$ cat src/sv/bgl_pkg.sv
`timescale 1ns / 1ps
`default_nettype none

package bgl_pkg;

   localparam int MV_W   = 13;
   localparam int PCT_W  = 7;
   localparam int MODE_W = 2;
   localparam int SUM_W  = 15;
   localparam int CNT_W  = 2;
   localparam int LED_W  = 8;

   localparam int CURVE_POINTS   = 12;
   localparam int DETECT_SAMPLES = 3;

   // LiPo discharge curve, highest point first
   localparam logic [MV_W-1:0] CURVE_MV [CURVE_POINTS] = '{
      13'd4200, 13'd4100, 13'd4000, 13'd3900, 13'd3800, 13'd3700,
      13'd3650, 13'd3600, 13'd3550, 13'd3500, 13'd3400, 13'd3300
   };
   localparam logic [PCT_W-1:0] CURVE_PCT [CURVE_POINTS] = '{
      7'd100, 7'd90, 7'd80, 7'd70, 7'd60, 7'd50,
      7'd40,  7'd30, 7'd20, 7'd10, 7'd5,  7'd0
   };

   // widest divisor and numerator over the segments that interpolate
   function automatic int seg_max_den();
      int m;
      int d;
      m = 1;
      for (int i = 0; i < CURVE_POINTS - 1; i++) begin
         if (CURVE_MV[i] > CURVE_MV[i+1] && CURVE_PCT[i] >= CURVE_PCT[i+1]) begin
            d = int'(CURVE_MV[i]) - int'(CURVE_MV[i+1]);
            if (d > m) m = d;
         end
      end
      return m;
   endfunction

   function automatic int seg_max_num();
      int m;
      int d;
      m = 1;
      for (int i = 0; i < CURVE_POINTS - 1; i++) begin
         if (CURVE_MV[i] > CURVE_MV[i+1] && CURVE_PCT[i] >= CURVE_PCT[i+1]) begin
            d = (int'(CURVE_MV[i]) - int'(CURVE_MV[i+1]))
              * (int'(CURVE_PCT[i]) - int'(CURVE_PCT[i+1]));
            if (d > m) m = d;
         end
      end
      return m;
   endfunction

   localparam int MAX_DEN = seg_max_den();
   localparam int MAX_NUM = seg_max_num();
   localparam int DEN_W   = $clog2(MAX_DEN + 1);
   localparam int NUM_W   = $clog2(MAX_NUM + 1);
   localparam int STEP_W  = (NUM_W > 1) ? $clog2(NUM_W) : 1;

   // average window compared as a sum: floor(sum/N) in [LOW, HIGH]
   localparam int DETECT_LOW_MV  = 2800;
   localparam int DETECT_HIGH_MV = 4500;
   localparam int SUM_LOW  = DETECT_LOW_MV * DETECT_SAMPLES;
   localparam int SUM_HIGH = DETECT_HIGH_MV * DETECT_SAMPLES + DETECT_SAMPLES - 1;

   localparam logic [PCT_W-1:0] PCT_FULL  = 7'd100;
   localparam logic [PCT_W-1:0] PCT_EMPTY = 7'd0;

   localparam logic [LED_W-1:0] LED_OFF   = 8'd0;
   localparam logic [LED_W-1:0] LED_ON    = 8'd50;
   localparam logic [LED_W-1:0] LED_BLINK = 8'd80;

   localparam logic [MODE_W-1:0] MODE_OFF    = 2'd0;
   localparam logic [MODE_W-1:0] MODE_FORCED = 2'd1;
   localparam logic [MODE_W-1:0] MODE_AUTO   = 2'd2;

   localparam logic OP_MEASURE = 1'b0;
   localparam logic OP_DETECT  = 1'b1;

   localparam int DATA_W   = 32;
   localparam int NUM_REGS = 6;
   localparam int ADDR_W   = $clog2(4 * NUM_REGS);
   localparam int RIDX_W   = ADDR_W - 2;

   localparam logic [RIDX_W-1:0] REG_PRESENCE_MODE = RIDX_W'(0);
   localparam logic [RIDX_W-1:0] REG_CLAMP_MIN     = RIDX_W'(1);
   localparam logic [RIDX_W-1:0] REG_CLAMP_MAX     = RIDX_W'(2);
   localparam logic [RIDX_W-1:0] REG_GREEN_ABOVE   = RIDX_W'(3);
   localparam logic [RIDX_W-1:0] REG_YELLOW_ABOVE  = RIDX_W'(4);
   localparam logic [RIDX_W-1:0] REG_CRITICAL      = RIDX_W'(5);

   typedef enum logic [2:0] {
      ST_IDLE,
      ST_EVAL,
      ST_DIV,
      ST_COMMIT,
      ST_RESULT
   } state_type;

   typedef enum logic [1:0] {
      BAND_GREEN,
      BAND_YELLOW,
      BAND_RED,
      BAND_CRIT
   } band_type;

   typedef struct packed {
      logic [MODE_W-1:0] presence_mode;
      logic [MV_W-1:0]   clamp_min_mv;
      logic [MV_W-1:0]   clamp_max_mv;
      logic [PCT_W-1:0]  green_above_pct;
      logic [PCT_W-1:0]  yellow_above_pct;
      logic [PCT_W-1:0]  blink_at_pct;
   } cfg_type;

   typedef struct packed {
      logic capture;
      logic eval;
      logic div_step;
      logic commit;
      logic emit;
   } cmd_type;

   typedef struct packed {
      logic need_div;
   } status_type;

   typedef struct packed {
      logic             present;
      logic             detect_done;
      logic [MV_W-1:0]  voltage_mv;
      logic [PCT_W-1:0] percent;
      logic [LED_W-1:0] led_red;
      logic [LED_W-1:0] led_green;
      logic [LED_W-1:0] led_blue;
   } result_type;

   function automatic logic is_present(input logic [MODE_W-1:0] mode, input logic flag);
      logic p;
      case (mode)
         MODE_OFF:    p = 1'b0;
         MODE_FORCED: p = 1'b1;
         default:     p = flag;
      endcase
      return p;
   endfunction

   function automatic band_type led_band(input logic [PCT_W-1:0] pct, input cfg_type cfg);
      band_type b;
      if (pct > cfg.green_above_pct)       b = BAND_GREEN;
      else if (pct > cfg.yellow_above_pct) b = BAND_YELLOW;
      else if (pct > cfg.blink_at_pct)     b = BAND_RED;
      else                                 b = BAND_CRIT;
      return b;
   endfunction

endpackage

`default_nettype wire

$ cat src/sv/bgl_req_if.sv
`timescale 1ns / 1ps
`default_nettype none

interface bgl_req_if;
   logic                   valid;
   logic                   ready;
   logic                   operation;
   logic [bgl_pkg::MV_W-1:0] sample_mv;

   modport source (output valid, output operation, output sample_mv, input ready);
   modport sink   (input valid, input operation, input sample_mv, output ready);
endinterface

`default_nettype wire

$ cat src/sv/bgl_rsp_if.sv
`timescale 1ns / 1ps
`default_nettype none

interface bgl_rsp_if;
   logic                      valid;
   logic                      ready;
   logic                      present;
   logic                      detect_done;
   logic [bgl_pkg::MV_W-1:0]  voltage_mv;
   logic [bgl_pkg::PCT_W-1:0] percent;
   logic [bgl_pkg::LED_W-1:0] led_red;
   logic [bgl_pkg::LED_W-1:0] led_green;
   logic [bgl_pkg::LED_W-1:0] led_blue;

   modport source (output valid, output present, output detect_done, output voltage_mv,
                   output percent, output led_red, output led_green, output led_blue,
                   input ready);
   modport sink   (input valid, input present, input detect_done, input voltage_mv,
                   input percent, input led_red, input led_green, input led_blue,
                   output ready);
endinterface

`default_nettype wire

$ cat src/sv/bgl_csr.sv
`timescale 1ns / 1ps
`default_nettype none

module bgl_csr (
   input  logic                         clock,
   input  logic                         reset,
   input  logic                         csr_psel,
   input  logic                         csr_penable,
   input  logic                         csr_pwrite,
   input  logic [bgl_pkg::ADDR_W-1:0]   csr_paddr,
   input  logic [bgl_pkg::DATA_W-1:0]   csr_pwdata,
   output logic [bgl_pkg::DATA_W-1:0]   csr_prdata,
   output logic                         csr_pready,
   output bgl_pkg::cfg_type             cfg
);
   import bgl_pkg::*;

   cfg_type           cfg_ff;
   cfg_type           cfg_in;
   logic [RIDX_W-1:0] ridx;
   logic              wr_en;

   assign ridx       = csr_paddr[ADDR_W-1:2];
   assign wr_en      = csr_psel & csr_penable & csr_pwrite;
   assign csr_pready = 1'b1;
   assign cfg        = cfg_ff;

   always_comb begin
      cfg_in = cfg_ff;
      if (wr_en) begin
         case (ridx)
            REG_PRESENCE_MODE: cfg_in.presence_mode    = csr_pwdata[MODE_W-1:0];
            REG_CLAMP_MIN:     cfg_in.clamp_min_mv     = csr_pwdata[MV_W-1:0];
            REG_CLAMP_MAX:     cfg_in.clamp_max_mv     = csr_pwdata[MV_W-1:0];
            REG_GREEN_ABOVE:   cfg_in.green_above_pct  = csr_pwdata[PCT_W-1:0];
            REG_YELLOW_ABOVE:  cfg_in.yellow_above_pct = csr_pwdata[PCT_W-1:0];
            REG_CRITICAL:      cfg_in.blink_at_pct     = csr_pwdata[PCT_W-1:0];
            default: ;
         endcase
      end
   end

   always_comb begin
      case (ridx)
         REG_PRESENCE_MODE: csr_prdata = DATA_W'(cfg_ff.presence_mode);
         REG_CLAMP_MIN:     csr_prdata = DATA_W'(cfg_ff.clamp_min_mv);
         REG_CLAMP_MAX:     csr_prdata = DATA_W'(cfg_ff.clamp_max_mv);
         REG_GREEN_ABOVE:   csr_prdata = DATA_W'(cfg_ff.green_above_pct);
         REG_YELLOW_ABOVE:  csr_prdata = DATA_W'(cfg_ff.yellow_above_pct);
         REG_CRITICAL:      csr_prdata = DATA_W'(cfg_ff.blink_at_pct);
         default:           csr_prdata = '0;
      endcase
   end

   always_ff @(posedge clock) begin
      if (reset) begin
         cfg_ff.presence_mode    <= MODE_AUTO;
         cfg_ff.clamp_min_mv     <= 13'd3300;
         cfg_ff.clamp_max_mv     <= 13'd4200;
         cfg_ff.green_above_pct  <= 7'd60;
         cfg_ff.yellow_above_pct <= 7'd25;
         cfg_ff.blink_at_pct     <= 7'd10;
      end else begin
         cfg_ff <= cfg_in;
      end
   end

endmodule

`default_nettype wire

$ cat src/sv/bgl_div.sv
`timescale 1ns / 1ps
`default_nettype none

// restoring divider, one quotient bit per step
module bgl_div (
   input  logic                       clock,
   input  logic                       load,
   input  logic                       step,
   input  logic [bgl_pkg::NUM_W-1:0]  num,
   input  logic [bgl_pkg::DEN_W-1:0]  den,
   output logic [bgl_pkg::NUM_W-1:0]  quo
);
   import bgl_pkg::*;

   logic [NUM_W-1:0] quo_ff;
   logic [NUM_W-1:0] quo_in;
   logic [DEN_W-1:0] rem_ff;
   logic [DEN_W-1:0] rem_in;
   logic [DEN_W-1:0] den_ff;
   logic [DEN_W:0]   rem_sh;
   logic [DEN_W:0]   rem_dif;
   logic             fits;

   assign quo = quo_ff;

   always_comb begin
      rem_sh  = {rem_ff, quo_ff[NUM_W-1]};
      rem_dif = rem_sh - {1'b0, den_ff};
      fits    = rem_sh >= {1'b0, den_ff};
      // remainder stays below the divisor, so DEN_W bits hold it
      rem_in  = fits ? rem_dif[DEN_W-1:0] : rem_sh[DEN_W-1:0];
      quo_in  = (quo_ff << 1) | NUM_W'(fits);
   end

   always_ff @(posedge clock) begin
      if (load) begin
         quo_ff <= num;
         rem_ff <= '0;
         den_ff <= den;
      end else if (step) begin
         quo_ff <= quo_in;
         rem_ff <= rem_in;
      end
   end

endmodule

`default_nettype wire

$ cat src/sv/bgl_dpath.sv
`timescale 1ns / 1ps
`default_nettype none

module bgl_dpath (
   input  logic                       clock,
   input  logic                       reset,
   input  bgl_pkg::cmd_type           cmd,
   output bgl_pkg::status_type        status,
   input  bgl_pkg::cfg_type           cfg,
   input  logic                       req_operation,
   input  logic [bgl_pkg::MV_W-1:0]   req_sample_mv,
   output bgl_pkg::result_type        result
);
   import bgl_pkg::*;

   localparam int LAST = CURVE_POINTS - 1;

   // per-item working registers
   logic             op_ff;
   logic [MV_W-1:0]  mv_ff;
   logic [MV_W-1:0]  v_ff;
   logic [PCT_W-1:0] base_ff;
   logic             need_ff;
   logic [MV_W-1:0]  clip;
   logic [MV_W-1:0]  v_in;

   // gauge state
   logic             flag_ff, flag_in;
   logic [SUM_W-1:0] sum_ff, sum_in, sum_add;
   logic [CNT_W-1:0] cnt_ff, cnt_in, cnt_add;
   logic             blink_ff, blink_in;
   logic [MV_W-1:0]  held_v_ff, held_v_in;
   logic [PCT_W-1:0] held_pct_ff, held_pct_in;
   logic             done_ff, done_in;

   result_type       result_ff, result_in;

   // segment lookup
   logic [MV_W-1:0]        hi, lo;
   logic [PCT_W-1:0]       ph, pl;
   logic                   found;
   logic                   seg_div;
   logic [PCT_W-1:0]       base_in;
   logic [MV_W-1:0]        dmv;
   logic [PCT_W-1:0]       dpct;
   logic [MV_W+PCT_W-1:0]  prod;
   logic [NUM_W-1:0]       num;
   logic [DEN_W-1:0]       den;
   logic [NUM_W-1:0]       quo;
   logic [PCT_W-1:0]       pct_new;
   logic                   pres;
   band_type               band;

   bgl_div u_div (
      .clock (clock),
      .load  (cmd.eval),
      .step  (cmd.div_step),
      .num   (num),
      .den   (den),
      .quo   (quo)
   );

   // clamp: limit to max first, then raise to min
   always_comb begin
      clip = (req_sample_mv > cfg.clamp_max_mv) ? cfg.clamp_max_mv : req_sample_mv;
      v_in = (clip < cfg.clamp_min_mv) ? cfg.clamp_min_mv : clip;
   end

   always_comb begin
      hi    = CURVE_MV[LAST-1];
      lo    = CURVE_MV[LAST];
      ph    = CURVE_PCT[LAST-1];
      pl    = CURVE_PCT[LAST];
      found = 1'b0;
      for (int i = 0; i < CURVE_POINTS - 1; i++) begin
         if (!found && v_ff >= CURVE_MV[i+1]) begin
            hi    = CURVE_MV[i];
            lo    = CURVE_MV[i+1];
            ph    = CURVE_PCT[i];
            pl    = CURVE_PCT[i+1];
            found = 1'b1;
         end
      end
      seg_div = 1'b0;
      if (v_ff >= CURVE_MV[0]) begin
         base_in = PCT_FULL;
      end else if (v_ff <= CURVE_MV[LAST]) begin
         base_in = PCT_EMPTY;
      end else if (hi == lo || ph < pl) begin
         base_in = pl;
      end else begin
         base_in = pl;
         seg_div = 1'b1;
      end
      dmv  = v_ff - lo;
      dpct = ph - pl;
      prod = dmv * dpct;
      num  = NUM_W'(prod);
      den  = DEN_W'(hi - lo);
      status.need_div = (op_ff == OP_MEASURE) && is_present(cfg.presence_mode, flag_ff)
                        && seg_div;
   end

   // state update for the item
   always_comb begin
      pct_new     = base_ff + (need_ff ? PCT_W'(quo) : PCT_EMPTY);
      sum_add     = sum_ff + SUM_W'(mv_ff);
      cnt_add     = cnt_ff + 1'b1;
      flag_in     = flag_ff;
      sum_in      = sum_ff;
      cnt_in      = cnt_ff;
      blink_in    = blink_ff;
      held_v_in   = held_v_ff;
      held_pct_in = held_pct_ff;
      done_in     = 1'b0;
      if (op_ff == OP_DETECT) begin
         if (cfg.presence_mode != MODE_OFF && cfg.presence_mode != MODE_FORCED) begin
            if (cnt_add >= CNT_W'(DETECT_SAMPLES)) begin
               flag_in = (sum_add >= SUM_W'(SUM_LOW)) && (sum_add <= SUM_W'(SUM_HIGH));
               sum_in  = '0;
               cnt_in  = '0;
               done_in = 1'b1;
            end else begin
               sum_in = sum_add;
               cnt_in = cnt_add;
            end
         end
      end else if (is_present(cfg.presence_mode, flag_ff)) begin
         held_v_in   = v_ff;
         held_pct_in = pct_new;
         if (led_band(pct_new, cfg) == BAND_CRIT) blink_in = ~blink_ff;
      end
   end

   // result from the committed state
   always_comb begin
      pres = is_present(cfg.presence_mode, flag_ff);
      band = led_band(held_pct_ff, cfg);
      result_in.present     = pres;
      result_in.detect_done = done_ff;
      result_in.voltage_mv  = pres ? held_v_ff : '0;
      result_in.percent     = pres ? held_pct_ff : PCT_EMPTY;
      result_in.led_red     = LED_OFF;
      result_in.led_green   = LED_OFF;
      result_in.led_blue    = LED_OFF;
      if (pres) begin
         case (band)
            BAND_GREEN:  result_in.led_green = LED_ON;
            BAND_YELLOW: begin
               result_in.led_red   = LED_ON;
               result_in.led_green = LED_ON;
            end
            BAND_RED:    result_in.led_red = LED_ON;
            default:     result_in.led_red = blink_ff ? LED_BLINK : LED_OFF;
         endcase
      end
   end

   assign result = result_ff;

   always_ff @(posedge clock) begin
      if (cmd.capture) begin
         op_ff <= req_operation;
         mv_ff <= req_sample_mv;
         v_ff  <= v_in;
      end
      if (cmd.eval) begin
         base_ff <= base_in;
         need_ff <= status.need_div;
      end
      if (cmd.emit) result_ff <= result_in;
   end

   always_ff @(posedge clock) begin
      if (reset) begin
         flag_ff     <= 1'b0;
         sum_ff      <= '0;
         cnt_ff      <= '0;
         blink_ff    <= 1'b0;
         held_v_ff   <= '0;
         held_pct_ff <= PCT_FULL;
         done_ff     <= 1'b0;
      end else if (cmd.commit) begin
         flag_ff     <= flag_in;
         sum_ff      <= sum_in;
         cnt_ff      <= cnt_in;
         blink_ff    <= blink_in;
         held_v_ff   <= held_v_in;
         held_pct_ff <= held_pct_in;
         done_ff     <= done_in;
      end
   end

endmodule

`default_nettype wire

$ cat src/sv/bgl_ctrl.sv
`timescale 1ns / 1ps
`default_nettype none

module bgl_ctrl (
   input  logic                  clock,
   input  logic                  reset,
   input  logic                  req_valid,
   output logic                  req_ready,
   output logic                  rsp_valid,
   input  logic                  rsp_ready,
   input  bgl_pkg::status_type   status,
   output bgl_pkg::cmd_type      cmd
);
   import bgl_pkg::*;

   state_type         state_ff, state_in;
   logic [STEP_W-1:0] step_ff, step_in;
   logic              rsp_valid_ff, rsp_valid_in;

   assign rsp_valid = rsp_valid_ff;

   always_comb begin
      state_in     = state_ff;
      step_in      = step_ff;
      rsp_valid_in = rsp_valid_ff & ~rsp_ready;
      req_ready    = 1'b0;
      cmd          = '0;
      case (state_ff)
         ST_IDLE: begin
            req_ready = 1'b1;
            if (req_valid) begin
               cmd.capture = 1'b1;
               state_in    = ST_EVAL;
            end
         end
         ST_EVAL: begin
            cmd.eval = 1'b1;
            step_in  = '0;
            state_in = status.need_div ? ST_DIV : ST_COMMIT;
         end
         ST_DIV: begin
            cmd.div_step = 1'b1;
            if (step_ff == STEP_W'(NUM_W - 1)) state_in = ST_COMMIT;
            else step_in = step_ff + 1'b1;
         end
         ST_COMMIT: begin
            cmd.commit = 1'b1;
            state_in   = ST_RESULT;
         end
         ST_RESULT: begin
            // load the output register once the previous beat has left
            if (!rsp_valid_ff || rsp_ready) begin
               cmd.emit     = 1'b1;
               rsp_valid_in = 1'b1;
               state_in     = ST_IDLE;
            end
         end
         default: state_in = ST_IDLE;
      endcase
   end

   always_ff @(posedge clock) begin
      if (reset) begin
         state_ff     <= ST_IDLE;
         step_ff      <= '0;
         rsp_valid_ff <= 1'b0;
      end else begin
         state_ff     <= state_in;
         step_ff      <= step_in;
         rsp_valid_ff <= rsp_valid_in;
      end
   end

endmodule

`default_nettype wire

$ cat src/sv/battery_gauge_led_indicator.sv
// Flow: an accepted input beat is captured, evaluated, committed and then loaded into
// the result register; a measure sample of a present battery that falls between two
// curve points also runs a 10-bit shift-subtract divide, one quotient bit per cycle,
// before the commit. One item in flight: the next input beat is taken the cycle after
// the result register loads, and the output register lets that result wait for the sink.
// Synchronous active-high reset sets gauge state, no clearing pass; item registers keep theirs.
`timescale 1ns / 1ps
`default_nettype none

module battery_gauge_led_indicator (
   input  logic                         clock,
   input  logic                         reset,
   bgl_req_if.sink                      req_ch,
   bgl_rsp_if.source                    rsp_ch,
   input  logic                         csr_psel,
   input  logic                         csr_penable,
   input  logic                         csr_pwrite,
   input  logic [bgl_pkg::ADDR_W-1:0]   csr_paddr,
   input  logic [bgl_pkg::DATA_W-1:0]   csr_pwdata,
   output logic [bgl_pkg::DATA_W-1:0]   csr_prdata,
   output logic                         csr_pready
);
   import bgl_pkg::*;

   cfg_type    cfg;
   cmd_type    cmd;
   status_type status;
   result_type result;
   logic       req_ready;
   logic       rsp_valid;

   bgl_csr u_csr (
      .clock       (clock),
      .reset       (reset),
      .csr_psel    (csr_psel),
      .csr_penable (csr_penable),
      .csr_pwrite  (csr_pwrite),
      .csr_paddr   (csr_paddr),
      .csr_pwdata  (csr_pwdata),
      .csr_prdata  (csr_prdata),
      .csr_pready  (csr_pready),
      .cfg         (cfg)
   );

   bgl_ctrl u_ctrl (
      .clock     (clock),
      .reset     (reset),
      .req_valid (req_ch.valid),
      .req_ready (req_ready),
      .rsp_valid (rsp_valid),
      .rsp_ready (rsp_ch.ready),
      .status    (status),
      .cmd       (cmd)
   );

   bgl_dpath u_dpath (
      .clock         (clock),
      .reset         (reset),
      .cmd           (cmd),
      .status        (status),
      .cfg           (cfg),
      .req_operation (req_ch.operation),
      .req_sample_mv (req_ch.sample_mv),
      .result        (result)
   );

   assign req_ch.ready       = req_ready;
   assign rsp_ch.valid       = rsp_valid;
   assign rsp_ch.present     = result.present;
   assign rsp_ch.detect_done = result.detect_done;
   assign rsp_ch.voltage_mv  = result.voltage_mv;
   assign rsp_ch.percent     = result.percent;
   assign rsp_ch.led_red     = result.led_red;
   assign rsp_ch.led_green   = result.led_green;
   assign rsp_ch.led_blue    = result.led_blue;

endmodule

`default_nettype wire

$ cat src/flat_wrapper.sv
// flat-port wrapper written by rule: the top's interface ports become plain ports
module battery_gauge_led_indicator_flat import bgl_pkg::*;
  (clock, reset, csr_psel, csr_penable, csr_pwrite, csr_paddr, csr_pwdata, csr_prdata, csr_pready, req_ch_valid, req_ch_operation, req_ch_sample_mv, req_ch_ready, rsp_ch_valid, rsp_ch_present, rsp_ch_detect_done, rsp_ch_voltage_mv, rsp_ch_percent, rsp_ch_led_red, rsp_ch_led_green, rsp_ch_led_blue, rsp_ch_ready);
  bgl_req_if req_ch_i ();
  bgl_rsp_if rsp_ch_i ();
  input  logic clock;
  input  logic reset;
  input  logic csr_psel;
  input  logic csr_penable;
  input  logic csr_pwrite;
  input  logic [bgl_pkg::ADDR_W-1:0] csr_paddr;
  input  logic [bgl_pkg::DATA_W-1:0] csr_pwdata;
  output logic [bgl_pkg::DATA_W-1:0] csr_prdata;
  output logic csr_pready;
  input wire logic [$bits(req_ch_i.valid)-1:0] req_ch_valid;
  input wire logic [$bits(req_ch_i.operation)-1:0] req_ch_operation;
  input wire logic [$bits(req_ch_i.sample_mv)-1:0] req_ch_sample_mv;
  output wire logic [$bits(req_ch_i.ready)-1:0] req_ch_ready;
  output wire logic [$bits(rsp_ch_i.valid)-1:0] rsp_ch_valid;
  output wire logic [$bits(rsp_ch_i.present)-1:0] rsp_ch_present;
  output wire logic [$bits(rsp_ch_i.detect_done)-1:0] rsp_ch_detect_done;
  output wire logic [$bits(rsp_ch_i.voltage_mv)-1:0] rsp_ch_voltage_mv;
  output wire logic [$bits(rsp_ch_i.percent)-1:0] rsp_ch_percent;
  output wire logic [$bits(rsp_ch_i.led_red)-1:0] rsp_ch_led_red;
  output wire logic [$bits(rsp_ch_i.led_green)-1:0] rsp_ch_led_green;
  output wire logic [$bits(rsp_ch_i.led_blue)-1:0] rsp_ch_led_blue;
  input wire logic [$bits(rsp_ch_i.ready)-1:0] rsp_ch_ready;
  assign req_ch_i.valid = req_ch_valid;
  assign req_ch_i.operation = req_ch_operation;
  assign req_ch_i.sample_mv = req_ch_sample_mv;
  assign req_ch_ready = req_ch_i.ready;
  assign rsp_ch_valid = rsp_ch_i.valid;
  assign rsp_ch_present = rsp_ch_i.present;
  assign rsp_ch_detect_done = rsp_ch_i.detect_done;
  assign rsp_ch_voltage_mv = rsp_ch_i.voltage_mv;
  assign rsp_ch_percent = rsp_ch_i.percent;
  assign rsp_ch_led_red = rsp_ch_i.led_red;
  assign rsp_ch_led_green = rsp_ch_i.led_green;
  assign rsp_ch_led_blue = rsp_ch_i.led_blue;
  assign rsp_ch_i.ready = rsp_ch_ready;
  battery_gauge_led_indicator u_core (.clock(clock), .reset(reset), .req_ch(req_ch_i), .rsp_ch(rsp_ch_i), .csr_psel(csr_psel), .csr_penable(csr_penable), .csr_pwrite(csr_pwrite), .csr_paddr(csr_paddr), .csr_pwdata(csr_pwdata), .csr_prdata(csr_prdata), .csr_pready(csr_pready));
endmodule
$ cat config.mk
export PLATFORM = sky130hd
export DESIGN_NAME = battery_gauge_led_indicator_flat
export DESIGN_NICKNAME = d
export VERILOG_FILES = /design/src/sv/bgl_pkg.sv /design/src/sv/bgl_req_if.sv /design/src/sv/bgl_rsp_if.sv /design/src/sv/bgl_csr.sv /design/src/sv/bgl_div.sv /design/src/sv/bgl_dpath.sv /design/src/sv/bgl_ctrl.sv /design/src/sv/battery_gauge_led_indicator.sv /design/src/flat_wrapper.sv
export SDC_FILE = /design/constraint.sdc
export NUM_CORES = 1
export LEC_CHECK = 0
export ABC_AREA = 1
export BUFFER_PORTS_ARGS = -buffer_cell sky130_fd_sc_hd__buf_2
export CELL_PAD_IN_SITES_DETAIL_PLACEMENT = 0
export CELL_PAD_IN_SITES_GLOBAL_PLACEMENT = 1
export CORE_ASPECT_RATIO = 0.75
export CORE_MARGIN = 8
export CORE_UTILIZATION = 40
export CTS_CLUSTER_SIZE = 14
export DETAILED_ROUTE_END_ITERATION = 8
export PLACE_DENSITY = 0.75
export SLEW_MARGIN = 20
export SYNTH_ARGS = -nofsm -noshare
export SYNTH_HDL_FRONTEND = slang
export SYNTH_SLANG_ARGS = --single-unit
$ cat constraint.sdc
create_clock -name clock -period 6.4 [get_ports clock]
set_input_delay 0.96 -clock clock [delete_from_list [all_inputs] [get_ports clock]]
set_output_delay 0.96 -clock clock [all_outputs]
set_load 0.01 [all_outputs]
==> key figures, run 1 <==
Outcome
  • Outcome: complete, but fails checks
  • Failing checks: setup timing

Timing
  • Max Slew Vio Count: 0
  • Worst slew margin relative to its limit: 0.293
  • Final Cycle Share: 1.00
  • Final WS setup: -0.0141 ns
  • Max Freq: about 0.16 GHz
  • Final setup viols: 1
  • Clk_skew: 0.0137 ns
  • Setup TNS: -0.0141 ns
  • Final Critical Period: 6.41 ns
  • Final number of hold-violating endpoints: 0
  • Worst-Margin Slew: 1.06 ns
  • RSZ-0062 raised after global routing: true

GRT
  • GRT Util Overall: 0.204
  • First-pass GRT wire length: 62.9 mm
  • Initial antenna violation count: 0
  • Largest net degree at the start of global routing: 35
  • Gr ovfl total: 0
  • Vias in the first global route: 11570

Setup path
  • Worst Setup End Kind: flop
  • Critical-path top delay cell: fa_1
  • Worst Setup Start Kind: flop
  • WP data required: 6.62 ns
  • WS Path Type: reg -> reg
  • Slowest stage delay, CP: slightly below 0.6 ns
  • CP Data Arrival Time: roughly 6.6 ns
  • FF-to-FF setup slack: -0.01 ns
  • Critical Path Fanout Max: 5

Flow run
  • Max cap viols: 0

Route
  • Vias per cell: 5.02
  • Routed len/inst: 16.6 um
  • Drc violations: 0
  • Met1 Routed Length: a little over 20 mm
  • Vias: 12340
  • Max layer used: met4
  • Routed Antenna Nets: 0
  • Met2 routed WL: 16.6 mm
  • Routed WL: 40.7 mm
  • Metal3 WL: around 3.1 mm
  • Router iterations before antenna repair: 5
  • First-iteration detailed-routing DRC count: 994

Synthesis
  • Async set or reset register ratio after synthesis: 0
  • Register area share after synthesis: 0.335
  • Synthesized flop and latch total: 181
  • Mapped Area: 13100 um^2
  • Post-synth EDFFs: between 70 and 80
  • Syn Inst Count: 1735
  • Mean Syn Cell Area: about 7.6 um^2
  • Most used DFF post-synth: dfxtp_1
  • Synth cell types: 56
  • Ys Warns: 0

Die
  • Chip Width: between 200 and 250 um
  • Initial Util: 0.406
  • Chip height: ~170 um
  • # IOs: 139
  • Die ar.: 38900 um^2
  • Core area: 32400 um^2
  • Row cnt: between 50 and 60

Power and ir drop
  • Leakage: 7.97 nW
  • Sw Pwr: 4.65 mW
  • Internal power: 5.39 mW
  • Power Density: a little over 600 nW/um^2
  • Post-layout power: roughly 10 mW
  • Combinational Power Share: 0.748
  • Sequential share of power: 0.145
  • Clk pwr share: 0.107
  • VDD IR max: around 0.0012 V
  • Switch share: 0.463

Layout
  • FF+latch area: 4390 um^2
  • Non-Filler Instances: 2458
  • Layout cells sized above 1: 0.230
  • FILL cells: between 3000 and 4000
  • Layout Utilization: 0.510
  • Area of the multi-input gates: ~8000 um^2
  • Area delta synth->final: 25.8%
  • Nets: 2219
  • N_diodes: 0

Placement
  • PortBufs: 80
  • Gpl congestion: 0.930
  • Placed Instances: 2377
  • Post-detail-place hpwl: 31.7 mm

CTS
  • CTS buffer count: 17
  • Hold_buf cts: 0
  • Clk root buf: clkbuf_16
  • CTS sink cnt: ~180
  • Clk pin slew, worst setup/hold paths: 0.08 ns
  • Worst skew pair latency: about 0.45 ns
  • H-tree depth: 4
  • CTS max path bufs: 2
  • CTS tree: built

Hold path
  • Hold crit path type: reg -> reg
through the flow:
stage          hold slack [ns]  worst slack, ns  cell area [um^2]
6_report                 0.471          -0.0141             16500
5_1_grt                  0.486           -0.303             16500
4_1_cts                  0.475          -0.0198             16000
3_5_place_dp             0.455           -0.463             15000
3_3_place_gp             0.457           -0.397             15000
2_1_floorplan            0.409           0.0119             13300
final timing paths:
check                                                         start                               endpoint  depth (start not counted)
worst max-delay path               u_core.u_dpath.v_ff[6]$_DFFE_PP_  u_core.u_dpath.u_div.quo[9]$_DFFE_PP_                         36
worst min-delay path            u_core.u_dpath.done_ff$_SDFFE_PP0P_    u_core.u_dpath.result[44]$_DFFE_PP_                          0
worst max register to register     u_core.u_dpath.v_ff[6]$_DFFE_PP_  u_core.u_dpath.u_div.quo[9]$_DFFE_PP_                         36
worst min register to register  u_core.u_dpath.done_ff$_SDFFE_PP0P_    u_core.u_dpath.result[44]$_DFFE_PP_                          0
placed cells by master, fill, tap and decap left out, types with 37 or more instances in the layout:
master,Yosys,final
a21oi_1,154,143
dfxtp_1,104,104
o21ai_0,122,120
edfxtp_1,77,77
inv_1,268,254
ha_1,130,119
nand2_1,356,324
nand3_1,77,70
buf_4,40,194
nand2_2,11,37
nor2_1,144,123
conb_1,2,37
buf_2,3,80
routing by layer:
layer  global-route usage  vias up
met3               0.0484       39
li1                     -     6247
met1                0.304     5683
met2                0.289      371
met4               0.0562        0
met5                    0        -
area by class of cell:
type / instances / share of cell area
clock buffers: 17 / 0.0258
clock inverters: 15 / 0.0108
inverters: 273 / 0.0623
multi-input cells: 1246 / 0.482
flip-flops and latches: 181 / 0.266
well taps: 442 / 0.0335
repair buffers: 284 / 0.120
critical path, delay by kind of cell (launching register included):
kind | cells | cell delay (ns)
buffers and inverters | 8 | 0.82
AOI/OAI and AO/OA | 2 | 0.34
adders and majority gates | 6 | 2.65
DFF | 1 | 0.48
xor gates and xnor gates | 1 | 0.20
and+or+nand+nor | 19 | 1.69
synth_stat cells (2+ instances only):
master / instances / area share
o21bai_1: 2 / 0.0011
inv_1: 268 / 0.077
a211oi_1: 6 / 0.0034
o211a_1: 2 / 0.0015
buf_4: 40 / 0.023
nand2_1: 356 / 0.10
conb_1: 2 / 0.00057
nand2_2: 11 / 0.0052
nand3b_1: 5 / 0.0029
nor2_4: 3 / 0.0026
clkbuf_1: 26 / 0.0074
nor4_1: 3 / 0.0014
o21ai_0: 122 / 0.047
nand3_2: 5 / 0.0038
and2_1: 2 / 0.00095
dfxtp_1: 104 / 0.16
edfxtp_1: 77 / 0.18
a21oi_1: 154 / 0.059
nor2_2: 2 / 0.00095
a31oi_1: 5 / 0.0024
or2_2: 3 / 0.0014
ha_1: 130 / 0.12
nor2_1: 144 / 0.041
o211ai_1: 18 / 0.010
nand2_4: 4 / 0.0034
and3_1: 2 / 0.00095
a32oi_1: 2 / 0.0013
xnor2_1: 6 / 0.0040
fa_1: 28 / 0.043
nand4_1: 21 / 0.010
a221oi_1: 6 / 0.0040
nor3_1: 27 / 0.010
nand3_1: 77 / 0.029
inv_2: 3 / 0.00086
o221ai_1: 6 / 0.0040
buf_2: 3 / 0.0011
o21ai_1: 4 / 0.0015
xor2_1: 26 / 0.017
o22ai_1: 13 / 0.0062
power by group through the flow:
stage               clock network (mW)  registers, mW  logic [mW]
floorplan                            0           1.45        3.95
global placement                     0           1.47        6.12
detailed placement                   0           1.47        6.24
CTS                               1.09           1.45        6.81
global route                      1.14           1.46        8.41
finish                            1.08           1.45        7.51
sequential cells by signal (all words and copies together), names as in the netlist, 2 cells and up:
| register | flops |
|---|---|
| u_core.u_dpath.u_div.rem_ff | 7 |
| u_core.u_ctrl.step_ff | 4 |
| u_core.u_dpath.held_v_ff | 13 |
| u_core.u_csr.cfg | 49 |
| u_core.u_dpath.u_div.den_ff | 6 |
| u_core.u_dpath.sum_ff | 15 |
| u_core.u_dpath.v_ff | 13 |
| u_core.u_dpath.cnt_ff | 2 |
| u_core.u_dpath.mv_ff | 13 |
| u_core.u_dpath.result | 26 |
| u_core.u_dpath.u_div.quo | 10 |
| u_core.u_dpath.held_pct_ff | 7 |
| u_core.u_dpath.base_ff | 7 |
| u_core.u_ctrl.state_ff | 3 |
logic make-up after synthesis:
group                    count (synthesis)  share of synthesized area
AND/OR/NAND/NOR                        668                      0.219
AO/OA/AOI/OAI                          351                      0.148
buffers and inverters                  343                      0.110
flip-flops                             181                      0.335
adder cells (fa/ha/maj)                158                      0.167
XOR/XNOR                                32                     0.0213
other                                    2                   0.000572
repair_timing:
item                                   in CTS  in global routing
pin swaps                                  28                 63
setup buffers                              35                 18
gates cloned                                0                  0
endpoints found under the hold margin       0                  0
resized for setup                          45                 93
setup endpoints to repair                   2                  7
(Power assumes the default switching activity.)
==> run 2: changes to the inputs <==
Settings changed: RECOVER_POWER set to 50.
==> key figures, run 2 (synthesis results as in run 1) <==
Setup path
  • Slowest stage delay, CP: 0.59 ns (about the same)
  • Worst Setup End Kind: flop
  • FF-to-FF setup slack: -0.006 ns (about the same)
  • CP top delay family: adder cells
  • CP Data Arrival Time: 6.62 ns (about the same)
  • WS Path Type: reg -> reg
  • WP data required: 6.62 ns (about the same)
  • Buf+Inv Stages, Crit Path: 8 (unchanged)
  • Critical-path top delay cell: fa_1
  • Critical Path Fanout Max: 5 (unchanged)
  • Worst Setup Start Kind: flop

Route
  • Vias: 12380 (+0.32%)
  • Drc violations: 0 (unchanged)
  • Vias per cell: 5.04 (+0.32%)
  • Routed len/inst: 16.6 um (+0.15%)
  • Routed Antenna Nets: 0 (unchanged)
  • First-iteration detailed-routing DRC count: 964 (-3.0%)
  • Router iterations before antenna repair: 5 (unchanged)
  • Routed WL: 40.8 mm (+0.15%)

Layout
  • Final Instance Area: 16400 um^2 (-0.45%)
  • Layout cells sized above 1: 0.205 (-0.0243)
  • Nets: 2219 (unchanged)
  • Layout Utilization: 0.508 (-0.00228)
  • Most common cell after layout, fill and taps aside: nand2_1
  • Area delta synth->final: 25.2%
  • Max reg flops: 49 (unchanged)
  • Commonest cells after routing, fill and taps aside: nand2_1 (324), inv_1 (254), buf_4 (192)
  • N_diodes: 0 (unchanged)

Power and ir drop
  • Power Density: 610 nW/um^2 (+0.31%)
  • Sw Pwr: 4.64 mW (-0.24%)
  • Switch share: 0.463 (-0.000497)
  • Post-layout power: 10.0 mW (-0.14%)
  • Internal power: 5.39 mW (about the same)
  • Leakage: 7.81 nW (-2.0%)
  • Clk pwr share: 0.107 (about the same)
  • VDD IR max: 0.00116 V (about the same)
  • Combinational Power Share: 0.748 (about the same)
  • Sequential share of power: 0.145 (about the same)

GRT
  • Gr ovfl total: 0 (unchanged)
  • GRT Util Overall: 0.204 (unchanged)
  • Initial antenna violation count: 0 (unchanged)
  • Vias in the first global route: 11570 (unchanged)
  • Largest net degree at the start of global routing: 35 (unchanged)
  • First-pass GRT wire length: 62.9 mm (unchanged)

Die
  • Die ar.: 38900 um^2 (unchanged)
  • Core area: 32400 um^2 (unchanged)
  • Initial Util: 0.406 (unchanged)
  • Chip height: 173 um (unchanged)
  • # IOs: 139 (unchanged)
  • Chip Width: 225 um (unchanged)
  • Row cnt: 57 (unchanged)

Timing
  • Hold Slack: 0.470 ns (-0.00116 ns)
  • RSZ-0062 raised after global routing: true
  • Final Critical Period: 6.41 ns (-0.00802 ns)
  • Worst slew margin relative to its limit: -0.155 (-0.448)
  • Final WS setup: -0.00608 ns (+0.00802 ns)
  • Clk_skew: 0.0131 ns (-0.000541 ns)
  • Worst-Margin Slew: 1.73 ns (+0.675 ns)
  • Final number of hold-violating endpoints: 0 (unchanged)
  • Max Slew Vio Count: 61 (+61)
  • Max Freq: 0.156 GHz (+0.13%)
  • Setup TNS: -0.00608 ns (+0.00802 ns)
  • Final Cycle Share: 1.00 (-0.00125)
  • Final setup viols: 1 (unchanged)

Placement
  • Post-detail-place hpwl: 31.7 mm (unchanged)
  • Placed Area: 15000 um^2 (unchanged)
  • PortBufs: 80 (unchanged)
  • Gpl congestion: 0.930 (unchanged)

CTS
  • H-tree depth: 4 (unchanged)
  • CTS tree: built
  • CTS buffer count: 17 (unchanged)
  • Hold_buf cts: 0 (unchanged)
  • CTS sink cnt: 181 (unchanged)
  • CTS max path bufs: 2 (unchanged)
  • Worst skew pair latency: 0.45 ns (about the same)
  • Clk pin slew, worst setup/hold paths: 0.08 ns (about the same)
  • Clk root buf: clkbuf_16

Hold path
  • Hold crit path type: reg -> reg

Flow run
  • Max cap viols: 2 (+2)

Outcome
  • Outcome: complete, but fails checks
  • Failing checks: capacitance limit, slew limit, setup timing
[run 2: cell count changes in the layout (fill, tap and decap cells not counted), sizes merged]
cell	delta
buf	-47
clkbuf	+47
[run 2: path summary, 6_finish.rpt]
check	from	end	cells after the start
max	u_core.u_dpath.v_ff[6]$_DFFE_PP_	u_core.u_dpath.u_div.quo[9]$_DFFE_PP_	36
min reg2reg	u_core.u_dpath.done_ff$_SDFFE_PP0P_	u_core.u_dpath.result[44]$_DFFE_PP_	0
min	u_core.u_dpath.done_ff$_SDFFE_PP0P_	u_core.u_dpath.result[44]$_DFFE_PP_	0
max reg2reg	u_core.u_dpath.v_ff[6]$_DFFE_PP_	u_core.u_dpath.u_div.quo[9]$_DFFE_PP_	36
[run 2: power by group through the flow]
stage / sequential [mW] / combinational, mW / clock (mW)
after floorplan: 1.45 / 3.95 / 0
after global placement: 1.47 / 6.12 / 0
after detailed placement: 1.47 / 6.24 / 0
after CTS: 1.45 / 6.81 / 1.09
after global routing: 1.47 / 8.41 / 1.14
final: 1.45 / 7.50 / 1.07
[run 2: per-stage QoR]
step                      worst slack (ns)  std cells
after global routing                -0.303       2458
after detailed placement            -0.463       2377
after CTS                          -0.0198       2444
after floorplan                     0.0119       1770
after global placement              -0.397       2377
final                             -0.00608       2458
[run 2: repair_timing]
action,CTS,global route
pin swaps,28,63
setup endpoints to repair,2,7
setup buffers,35,18
resized for setup,45,93
[run 2: layout make-up]
class	count	area (um^2)
inverters	273	1030
clock buffers	17	425
repair buffers	284	1910
fillers	3204	15900
flip-flops and latches	181	4390
clock inverters	15	178
multi-input cells	1246	7950
well taps	442	553
[run 2: routing by layer]
metal / global-route usage / routed length (um) / vias up / share of wire
met5: 0 / 0 / - / 0
met4: 0.0562 / 671 / 0 / 0.016
met3: 0.0484 / 2980 / 37 / 0.073
met2: 0.289 / 16600 / 364 / 0.41
met1: 0.304 / 20600 / 5732 / 0.50
li1: - / - / 6247 / -
==> run 3: changes to the inputs <==
Settings changed: TNS_END_PERCENT set to 10.
==> key figures, run 3 (synthesis results as in run 1) <==
Timing
  • Final WS setup: -0.0147 ns (-0.00858 ns)
  • Final Cycle Share: 1.00 (+0.00134)
  • Clk_skew: 0.0139 ns (+0.000747 ns)
  • Max Freq: 0.156 GHz (-0.13%)
  • Final Critical Period: 6.41 ns (+0.00858 ns)
  • Final number of hold-violating endpoints: 0 (unchanged)
  • Setup TNS: -0.0147 ns (-0.00858 ns)
  • Max Slew Vio Count: 61 (unchanged)
  • Worst slew margin relative to its limit: -0.161 (-0.00618)
  • Worst-Margin Slew: 1.74 ns (+0.00927 ns)
  • Final setup viols: 1 (unchanged)
  • RSZ-0062 raised after global routing: true

Layout
  • FILL cells: 3211 (+0.22%)
  • Layout cells sized above 1: 0.204 (-0.00169)
  • Nets: 2221 (+0.090%)
  • Area delta synth->final: 25.2% (about the same)
  • Commonest cells after routing, fill and taps aside: nand2_1 (325), inv_1 (255), buf_4 (193)
  • Max reg flops: 49 (unchanged)
  • FF+latch area: 4390 um^2 (unchanged)
  • N_diodes: 0 (unchanged)
  • Most common cell after layout, fill and taps aside: nand2_1
  • Area of the multi-input gates: 7930 um^2 (-0.28%)

Setup path
  • CP top delay family: buffers and inverters
  • Worst Setup End Kind: flop
  • CP Data Arrival Time: 6.79 ns (+0.17 ns)
  • CP dominant cell by count: buf_4
  • Critical-path top delay cell: edfxtp_1
  • Worst Setup Start Kind: flop
  • Critical Path Fanout Max: 3 (-2)
  • Buf+Inv Stages, Crit Path: 33 (+25)
  • FF-to-FF setup slack: -0.01 ns (about the same)
  • Slowest stage delay, CP: 0.48 ns (-0.11 ns)
  • R2R depth: 48 (+33%)
  • WP depth: 48 (+33%)
  • WS Path Type: reg -> reg
  • Reg-to-reg startpoint: u_core.u_dpath.v_ff[6]$_DFFE_PP_
  • WP data required: 6.77 ns (+0.15 ns)
  • Reg-to-Reg End: u_core.u_ctrl.state_ff[0]$_SDFFE_PP0P_

Placement
  • Post-place setup slack: -0.463 ns (unchanged)
  • PortBufs: 80 (unchanged)
  • Post-detail-place hpwl: 31.7 mm (unchanged)
  • Gpl congestion: 0.930 (unchanged)

Die
  • Row cnt: 57 (unchanged)
  • # IOs: 139 (unchanged)
  • Core area: 32400 um^2 (unchanged)
  • Die ar.: 38900 um^2 (unchanged)
  • Chip Width: 225 um (unchanged)
  • Initial Util: 0.406 (unchanged)
  • Chip height: 173 um (unchanged)

GRT
  • Gr ovfl total: 0 (unchanged)
  • Largest net degree at the start of global routing: 35 (unchanged)
  • GRT met3 Usage: 0.0484 (unchanged)
  • GR Util met1: 0.304 (unchanged)
  • Busiest grt layer: met1
  • Met2 GRT Util: 0.289 (unchanged)
  • First-pass GRT wire length: 62.9 mm (unchanged)
  • Vias in the first global route: 11570 (unchanged)
  • GRT Util Overall: 0.204 (unchanged)
  • Initial antenna violation count: 0 (unchanged)

Hold path
  • Hold_sp: u_core.u_dpath.done_ff$_SDFFE_PP0P_
  • Hold depth: 0 (unchanged)
  • Hold crit path type: reg -> reg
  • WHS Endpoint: u_core.u_dpath.result[44]$_DFFE_PP_

Route
  • Routed Antenna Nets: 0 (unchanged)
  • Router iterations before antenna repair: 5 (unchanged)
  • Routed len/inst: 16.6 um (+0.19%)
  • Routed WL: 40.9 mm (+0.27%)
  • Drc violations: 0 (unchanged)
  • First-iteration detailed-routing DRC count: 897 (-7.0%)
  • Vias per cell: 5.04 (about the same)
  • Vias: 12391 (+0.089%)

Outcome
  • Failing checks: capacitance limit, slew limit, setup timing
  • Outcome: complete, but fails checks

CTS
  • CTS buffer count: 17 (unchanged)
  • CTS max path bufs: 2 (unchanged)
  • Clk pin slew, worst setup/hold paths: 0.08 ns (about the same)
  • H-tree depth: 4 (unchanged)
  • Worst skew pair latency: 0.45 ns (about the same)
  • Clk root buf: clkbuf_16
  • CTS sink cnt: 181 (unchanged)
  • CTS tree: built

Power and ir drop
  • Leakage: 7.82 nW (+0.12%)
  • VDD IR max: 0.00116 V (-0.68%)
  • Power Density: 606 nW/um^2 (-0.66%)

Flow run
  • Max cap viols: 2 (unchanged)
[run 3: layout make-up]
type / instances / area share
Clock buffer: 17 / 0.0259
Clock inverter: 15 / 0.0108
Inverter: 273 / 0.0626
Multi-Input combinational cell: 1246 / 0.482
Sequential cell: 181 / 0.267
Tap cell: 442 / 0.0336
Timing Repair Buffer: 286 / 0.118
[run 3: through the flow]
stage	total power, mW	cell area (um^2)	std cells	util	hold WS [ns]
final	9.96	16400	2460	0.508	0.468
after global routing	10.9	16400	2460	0.508	0.486
after CTS	9.36	16000	2444	0.496	0.475
after detailed placement	7.72	15000	2377	0.463	0.455
after global placement	7.59	15000	2377	0.463	0.457
after floorplan	5.40	13300	1770	-	0.409
[run 3: power by group]
part	switching [mW]	internal [mW]	leakage, nW
combinational	3.99	3.45	5.94
clock	0.544	0.531	0.292
sequential	0.0810	1.37	1.59
total	4.61	5.35	7.82
[run 3: worst max-delay path by stage]
stage | startpoint | to | slack, ns
3_5_place_dp | u_core.u_dpath.v_ff[7]$_DFFE_PP_ | u_core.u_dpath.u_div.quo[9]$_DFFE_PP_ | -0.46
5_1_grt | u_core.u_dpath.v_ff[6]$_DFFE_PP_ | u_core.u_dpath.u_div.quo[9]$_DFFE_PP_ | -0.31
6_report | u_core.u_dpath.v_ff[6]$_DFFE_PP_ | u_core.u_ctrl.state_ff[0]$_SDFFE_PP0P_ | -0.01
3_3_place_gp | u_core.u_dpath.v_ff[7]$_DFFE_PP_ | u_core.u_dpath.u_div.quo[9]$_DFFE_PP_ | -0.40
4_1_cts | u_core.u_dpath.v_ff[6]$_DFFE_PP_ | u_core.u_dpath.u_div.quo[9]$_DFFE_PP_ | -0.02
2_1_floorplan | u_core.u_dpath.v_ff[12]$_DFFE_PP_ | u_core.u_dpath.u_div.quo[9]$_DFFE_PP_ | 0.01
[run 3: timing repair]
item	in CTS	in global routing
setup endpoints to repair	2	7
hold endpoints to repair	0	0
gates resized for setup	45	88
pin swaps	28	59
hold buffers	0	0
buffers inserted	35	18
gates cloned	0	0
[run 3: layer usage]
layer  wire length, um  up-vias
li1                  -     6252
met1             20500     5716
met3              3100       39
met5                 0        -
met2             16600      384
met4               699        0
